==> config.mk <==
export PLATFORM = sky130hd
export DESIGN_NAME = key_value_table
export DESIGN_NICKNAME = d
export VERILOG_FILES = /design/src/hdl/kvt_pkg.sv /design/src/hdl/kvt_ram.sv /design/src/hdl/key_value_table.sv
export SDC_FILE = /design/constraint.sdc
export NUM_CORES = 2
export LEC_CHECK = 0
export ABC_CLOCK_PERIOD_IN_PS = 12100
export BUFFER_PORTS_ARGS = -buffer_cell sky130_fd_sc_hd__buf_2
export CAP_MARGIN = 30
export CORE_MARGIN = 2
export CORE_UTILIZATION = 42
export CTS_CLUSTER_DIAMETER = 40
export DETAILED_ROUTE_END_ITERATION = 8
export SLEW_MARGIN = 20
export SYNTH_ARGS = -nofsm -noshare
export SYNTH_HDL_FRONTEND = slang
export SYNTH_SLANG_ARGS = --single-unit
==> constraint.sdc <==
create_clock -name clk -period 12.1 [get_ports clk]
set_input_delay 1.21 -clock clk [delete_from_list [all_inputs] [get_ports clk]]
set_output_delay 1.21 -clock clk [all_outputs]
set_load 0.02 [all_outputs]
==> src/hdl/kvt_pkg.sv <==
// ============================================================================
// kvt_pkg
// Shared codes for the key/value table: commands, status codes and the
// sequencer state encoding, and the width of the entry count field.
// ============================================================================
`default_nettype none

package kvt_pkg;

    // Command codes carried by the input item
    localparam logic CMD_PUT = 1'b0;
    localparam logic CMD_GET = 1'b1;

    // Status codes carried by the result item
    localparam logic STATUS_OK   = 1'b0;
    localparam logic STATUS_FULL = 1'b1;

    // Sequencer states
    localparam logic [1:0] ST_IDLE = 2'd0;
    localparam logic [1:0] ST_SCAN = 2'd1;
    localparam logic [1:0] ST_DONE = 2'd2;

    // Width of the entry count field of a result item
    localparam int ENTRY_COUNT_W = 7;

endpackage : kvt_pkg

`default_nettype wire

==> src/hdl/kvt_ram.sv <==
// ============================================================================
// kvt_ram
// Generic simple dual-port RAM: one write port, one read port, read data
// registered. Contents are undefined until written.
// ============================================================================
`default_nettype none

module kvt_ram #(
    parameter int WIDTH = 32,
    parameter int DEPTH = 64
) (
    input  wire logic                     clk,
    input  wire logic                     wr_en,
    input  wire logic [$clog2(DEPTH)-1:0] wr_addr,
    input  wire logic [WIDTH-1:0]         wr_data,
    input  wire logic                     rd_en,
    input  wire logic [$clog2(DEPTH)-1:0] rd_addr,
    output logic      [WIDTH-1:0]         rd_data
);

    logic [WIDTH-1:0] mem [DEPTH];

    // Write port
    always_ff @(posedge clk)
    begin
        if (wr_en)
        begin
            mem[wr_addr] <= wr_data;
        end
    end

    // Registered read port
    always_ff @(posedge clk)
    begin
        if (rd_en)
        begin
            rd_data <= mem[rd_addr];
        end
    end

endmodule : kvt_ram

`default_nettype wire

==> src/hdl/key_value_table.sv <==
// ============================================================================
// key_value_table
// Bounded associative table of 32-bit key/value pairs with linear search.
// ============================================================================
//
// Usage:
//   Input channel (in_valid / in_stall) carries one command item: a put of
//   lookup_key/new_value or a get of lookup_key. Output channel (out_valid /
//   out_stall) returns exactly one result item per input item, in order.
//   Keys and values live in two synchronous RAMs read in lockstep. One
//   stored key is compared per cycle, starting at entry 0 and stopping at
//   the first match or at the last valid entry.
//   Sequence: the idle state accepts the item, the scan state compares n
//   entries (0 for an empty table, up to CAPACITY) and the done state loads
//   the result into the output register. One item at a time: in_stall is
//   high from acceptance until the result has been loaded into the output
//   register.
//   A waiting result sits in the output register; while out_stall is high
//   it holds, and a finished search waits in the done state until the
//   register frees up.
//   Reset empties the table (entry count zero) at once; no clearing pass.
//
`default_nettype none

module key_value_table
    import kvt_pkg::*;
#(
    parameter int CAPACITY = 64
) (
    input  wire logic               clk,
    input  wire logic               rst_n,
    // Input channel
    input  wire logic               in_valid,
    output logic                    in_stall,
    input  wire logic               command,
    input  wire logic signed [31:0] lookup_key,
    input  wire logic signed [31:0] new_value,
    // Output channel
    output logic                    out_valid,
    input  wire logic               out_stall,
    output logic signed [31:0]      read_value,
    output logic                    hit,
    output logic [ENTRY_COUNT_W-1:0] entry_count,
    output logic                    status
);

    localparam int AW = $clog2(CAPACITY);
    localparam int CW = $clog2(CAPACITY + 1);

    // Control state
    logic [1:0]    state_reg, state_next;
    logic [CW-1:0] count_reg, count_next;
    logic [AW-1:0] cmp_idx_reg, cmp_idx_next;
    logic          out_valid_reg, out_valid_next;

    // Item and result holding registers
    logic          cmd_reg, cmd_next;
    logic [31:0]   key_reg, key_next;
    logic [31:0]   val_reg, val_next;
    logic [31:0]   res_value_reg, res_value_next;
    logic          res_hit_reg, res_hit_next;
    logic          res_status_reg, res_status_next;

    // Output registers
    logic [31:0]              read_value_reg, read_value_next;
    logic                     hit_reg, hit_next;
    logic [ENTRY_COUNT_W-1:0] entry_count_reg, entry_count_next;
    logic                     status_reg, status_next;

    // RAM ports
    logic          key_we, val_we, rd_en;
    logic [AW-1:0] wr_addr, rd_addr;
    logic [31:0]   key_wdata, val_wdata;
    logic [31:0]   key_rdata, val_rdata;

    logic                  in_accept;
    logic                  out_free;
    logic                  key_match;
    logic                  last_entry;
    logic                  table_full;
    logic [CW+ENTRY_COUNT_W-1:0] count_ext;

    assign in_stall   = (state_reg != ST_IDLE);
    assign in_accept  = in_valid && !in_stall;
    assign out_free   = !out_valid_reg || !out_stall;
    assign key_match  = (key_rdata == key_reg);
    assign last_entry = ((CW'(cmp_idx_reg) + CW'(1)) == count_reg);
    assign table_full = (count_reg == CW'(CAPACITY));
    assign count_ext  = {{ENTRY_COUNT_W{1'b0}}, count_reg};

    // Key and value stores, read at the same address
    kvt_ram #(
        .WIDTH (32),
        .DEPTH (CAPACITY)
    ) u_key_ram (
        .clk     (clk),
        .wr_en   (key_we),
        .wr_addr (wr_addr),
        .wr_data (key_wdata),
        .rd_en   (rd_en),
        .rd_addr (rd_addr),
        .rd_data (key_rdata)
    );

    kvt_ram #(
        .WIDTH (32),
        .DEPTH (CAPACITY)
    ) u_val_ram (
        .clk     (clk),
        .wr_en   (val_we),
        .wr_addr (wr_addr),
        .wr_data (val_wdata),
        .rd_en   (rd_en),
        .rd_addr (rd_addr),
        .rd_data (val_rdata)
    );

    // Sequencer: accept, scan one entry per cycle, then hand off the result
    always_comb
    begin
        state_next       = state_reg;
        count_next       = count_reg;
        cmp_idx_next     = cmp_idx_reg;
        cmd_next         = cmd_reg;
        key_next         = key_reg;
        val_next         = val_reg;
        res_value_next   = res_value_reg;
        res_hit_next     = res_hit_reg;
        res_status_next  = res_status_reg;
        read_value_next  = read_value_reg;
        hit_next         = hit_reg;
        entry_count_next = entry_count_reg;
        status_next      = status_reg;
        out_valid_next   = out_valid_reg && out_stall;

        key_we    = 1'b0;
        val_we    = 1'b0;
        rd_en     = 1'b0;
        wr_addr   = cmp_idx_reg;
        rd_addr   = '0;
        key_wdata = key_reg;
        val_wdata = val_reg;

        case (state_reg)
            ST_IDLE:
            begin
                if (in_accept)
                begin
                    cmd_next        = command;
                    key_next        = lookup_key;
                    val_next        = new_value;
                    res_value_next  = '0;
                    res_hit_next    = 1'b0;
                    res_status_next = STATUS_OK;
                    cmp_idx_next    = '0;
                    if (count_reg == '0)
                    begin
                        // Empty table: a put appends at entry 0, a get misses
                        if (command == CMD_PUT)
                        begin
                            key_we     = 1'b1;
                            val_we     = 1'b1;
                            wr_addr    = '0;
                            key_wdata  = lookup_key;
                            val_wdata  = new_value;
                            count_next = CW'(1);
                        end
                        state_next = ST_DONE;
                    end
                    else
                    begin
                        rd_en      = 1'b1;
                        rd_addr    = '0;
                        state_next = ST_SCAN;
                    end
                end
            end

            ST_SCAN:
            begin
                if (key_match)
                begin
                    res_hit_next = 1'b1;
                    if (cmd_reg == CMD_GET)
                    begin
                        res_value_next = val_rdata;
                    end
                    else
                    begin
                        val_we  = 1'b1;
                        wr_addr = cmp_idx_reg;
                    end
                    state_next = ST_DONE;
                end
                else if (last_entry)
                begin
                    // Miss: a put appends when there is room
                    if (cmd_reg == CMD_PUT)
                    begin
                        if (table_full)
                        begin
                            res_status_next = STATUS_FULL;
                        end
                        else
                        begin
                            key_we     = 1'b1;
                            val_we     = 1'b1;
                            wr_addr    = count_reg[AW-1:0];
                            count_next = count_reg + CW'(1);
                        end
                    end
                    state_next = ST_DONE;
                end
                else
                begin
                    rd_en        = 1'b1;
                    rd_addr      = cmp_idx_reg + AW'(1);
                    cmp_idx_next = cmp_idx_reg + AW'(1);
                end
            end

            ST_DONE:
            begin
                if (out_free)
                begin
                    read_value_next  = res_value_reg;
                    hit_next         = res_hit_reg;
                    entry_count_next = count_ext[ENTRY_COUNT_W-1:0];
                    status_next      = res_status_reg;
                    out_valid_next   = 1'b1;
                    state_next       = ST_IDLE;
                end
            end

            default:
            begin
                state_next = ST_IDLE;
            end
        endcase
    end

    // Control registers
    always_ff @(posedge clk or negedge rst_n)
    begin
        if (!rst_n)
        begin
            state_reg     <= ST_IDLE;
            count_reg     <= '0;
            cmp_idx_reg   <= '0;
            out_valid_reg <= 1'b0;
        end
        else
        begin
            state_reg     <= state_next;
            count_reg     <= count_next;
            cmp_idx_reg   <= cmp_idx_next;
            out_valid_reg <= out_valid_next;
        end
    end

    // Payload registers
    always_ff @(posedge clk)
    begin
        cmd_reg         <= cmd_next;
        key_reg         <= key_next;
        val_reg         <= val_next;
        res_value_reg   <= res_value_next;
        res_hit_reg     <= res_hit_next;
        res_status_reg  <= res_status_next;
        read_value_reg  <= read_value_next;
        hit_reg         <= hit_next;
        entry_count_reg <= entry_count_next;
        status_reg      <= status_next;
    end

    assign out_valid   = out_valid_reg;
    assign read_value  = read_value_reg;
    assign hit         = hit_reg;
    assign entry_count = entry_count_reg;
    assign status      = status_reg;

endmodule : key_value_table

`default_nettype wire

==> summary.txt <==
Synth
  • Synth Cell Area: 172000 um2
  • Syn avg cell area: 15.4 um2
  • Synthesized instance count: 11208
  • Yosys cell types: 69
  • Number of synthesized flops with an enable pin: 4300
  • Synthesized net count: 11280
  • Main flop type after synthesis: edfxtp_1
  • Sequential fraction of the synthesis area: 0.753
  • Asr flop ratio synth: 0.00371
  • Yosys reg bits: 4316
  • Ys Warns: 0

CTS
  • Number of CTS-inserted buffers: 527
  • Clk buf depth: 4
  • Max H-tree Level: 6
  • Clock latency on the worst-skew pair: 1.06 ns
  • Postcts setup bufs: 0
  • CTS resizes: 0
  • Hold-fix buffers at CTS: 0
  • Reg clk slew, reported paths: 0.06 ns
  • CTS tree: built
  • Root buffer cell: clkbuf_16
  • Sink Count: 4316

Layout
  • Area of the multi-input gates: 40500 um2
  • Final nets: 11504
  • FILL cells: 33558
  • Most common cell after layout, fill and taps aside: edfxtp_1
  • FF/Latch Area: 130000 um2
  • Fin util: 0.490
  • Layout cells sized above 1: 0.180
  • Biggest regs: u_key_ram.mem (2048), u_val_ram.mem (2048)
  • Synth-to-layout area growth: 16.5%
  • Commonest cells after routing, fill and taps aside: edfxtp_1, mux2i_1, nand2_1

Global routing
  • Largest net degree at the start of global routing: 167
  • Initial antenna violation count: 42
  • Global route overflow: 0
  • Met2 Resource Use GR: 0.391
  • GRT met1 Usage: 0.374
  • Total track usage: 0.267
  • M3 GR Usage: 0.0712
  • First-pass GRT wire length: 796000 um
  • GR peak layer: met2
  • Via count of the first global-routing pass: 102503

Placement
  • Final HPWL DP: 327000 um
  • GPL Wtd Cong: 0.910
  • I/O Buffers: 111
  • Pre-CTS WS: 5.09 ns

STA
  • Setup TNS: 0 ns
  • Worst-Margin Slew: 1.28 ns
  • Fin. max-slew vios: 0
  • Min Tclk post-route: 7.27 ns
  • Worst path setup slack after routing: 4.83 ns
  • Clock Skews: 0.0593 ns
  • Setup Viol. Count Final: 0
  • Max Clock Freq: 0.137 GHz
  • Period utilization: 0.601
  • Worst slew margin: 0.147
  • Minimum hold slack: 0.180 ns
  • RSZ-0062 raised after global routing: no
  • Final hold vios: 0

Floorplanning
  • Ports: 112
  • Die Height: 644 um
  • Die area: 415000 um2
  • Die W: 644 um
  • Initial core utilization: 0.421
  • CORE AREA: 409000 um2
  • Standard-cell rows: 235

Critical path
  • Worst EP required: 12.97 ns
  • Crit path capture type: register
  • Maximum fanout along the worst path: 64
  • Worst Path Arrival: 8.15 ns
  • CP Launch Type: register
  • Setup CP Type: reg2reg

Detailed routing
  • Routed length per instance: 33.1 um
  • Remaining antenna violation count: 0
  • Pre-Repair DR Iteration Count: 8
  • Vias: 109274
  • Detailed Route WL: 573000 um
  • Post-DR vias/cell: 6.31
  • Initial drt markers: 16965
  • Residual DRC count: 0

Outcome
  • Outcome: finished clean

Pwr
  • LEAKAGE: 65.9 nW
  • VDD IR max: 0.000319 V
  • Power density over cell area: 235 nW/um2
  • Final Total Pwr: 47.1 mW

Min path
  • Worst min path class: in2async

Flow run
  • Max-Cap Viols: 0
## synth_stat cells, drive strengths merged, types with 124 or more instances
cell        n  share of area
mux2      380          0.025
a221oi    124         0.0063
nor2      669          0.015
nand3     211         0.0061
nand4     262         0.0095
edfxtp   4300           0.75
a211oi    134         0.0058
a2111oi   125         0.0064
buf       236         0.0063
nand2     746          0.016
o2111ai   129         0.0066
o31ai     252          0.011
a21oi     393          0.011
nor4      327          0.012
o21ai     218         0.0064
nor3      637          0.019
clkbuf    656          0.014
mux2i     703          0.041
## critical path, stage by stage, from the launching register on
cell       delay (ns)
dfrtp_4          0.87
ha_1             0.37
and3_1           0.33
nand3_1          0.13
xor2_1           0.22
o2111ai_4        0.13
buf_4            0.81
buf_4            0.82
nand4b_1         0.88
buf_4            0.65
a2111oi_0        0.72
nand4_1          0.68
nand4_1          0.31
## logic make-up (layout without fill, tap and decap cells)
kind of cell	Yosys count	count (layout)	share of synthesized area
AO/OA/AOI/OAI	1795	1795	0.0742
XOR/XNOR	49	49	0.00254
adder cells (fa/ha/maj)	3	3	0.000218
buffers and inverters	959	1602	0.0221
flip-flops	4316	4316	0.753
multiplexers	1083	1083	0.0657
other	0	25	0
AND/OR/NAND/NOR	3003	3003	0.0827
## path summary, 6_finish.rpt
kind                       depth (start not counted)               from  slack [ns]                    end
max in group asynchronous                          1              rst_n       11.40         cmp_idx_reg[0]
min in group clk                                   1      new_value[24]        0.36            val_reg[24]
min                                                1              rst_n        0.18              out_valid
min reg2reg                                        0  res_value_reg[28]        0.42         read_value[28]
max                                               12     cmp_idx_reg[0]        4.83  u_val_ram.rd_data[21]
max reg2reg                                       12     cmp_idx_reg[0]        4.83  u_val_ram.rd_data[21]
## layout make-up
type / count / area share
Sequential cell: 4316 / 0.646
Multi-Input combinational cell: 5933 / 0.202
Clock buffer: 597 / 0.0680
Tap cell: 5451 / 0.0340
Timing Repair Buffer: 587 / 0.0283
Clock inverter: 351 / 0.0204
Inverter: 67 / 0.00127
Antenna cell: 25 / 0.000312
## power breakdown
part | internal [mW] | leakage, nW | switching [mW] | total [mW]
Sequential | 17.8 | 39.0 | 0.278 | 18.1
Combinational | 3.11 | 18.3 | 9.86 | 13.0
Clock | 9.60 | 8.61 | 6.40 | 16.0
## through the flow
stage | std cells | cell area (um2)
after floorplan | 11208 | 172000
after global placement | 16221 | 180000
after detailed placement | 16313 | 182000
after CTS | 17261 | 200000
after global routing | 17307 | 201000
final | 17327 | 201000
## routing by layer
metal | vias up | share of wire
met5 | - | 0.00017
met3 | 1085 | 0.12
li1 | 45027 | -
met4 | 16 | 0.047
met1 | 56022 | 0.39
met2 | 7124 | 0.44
Power figures use the tool's default switching activity.
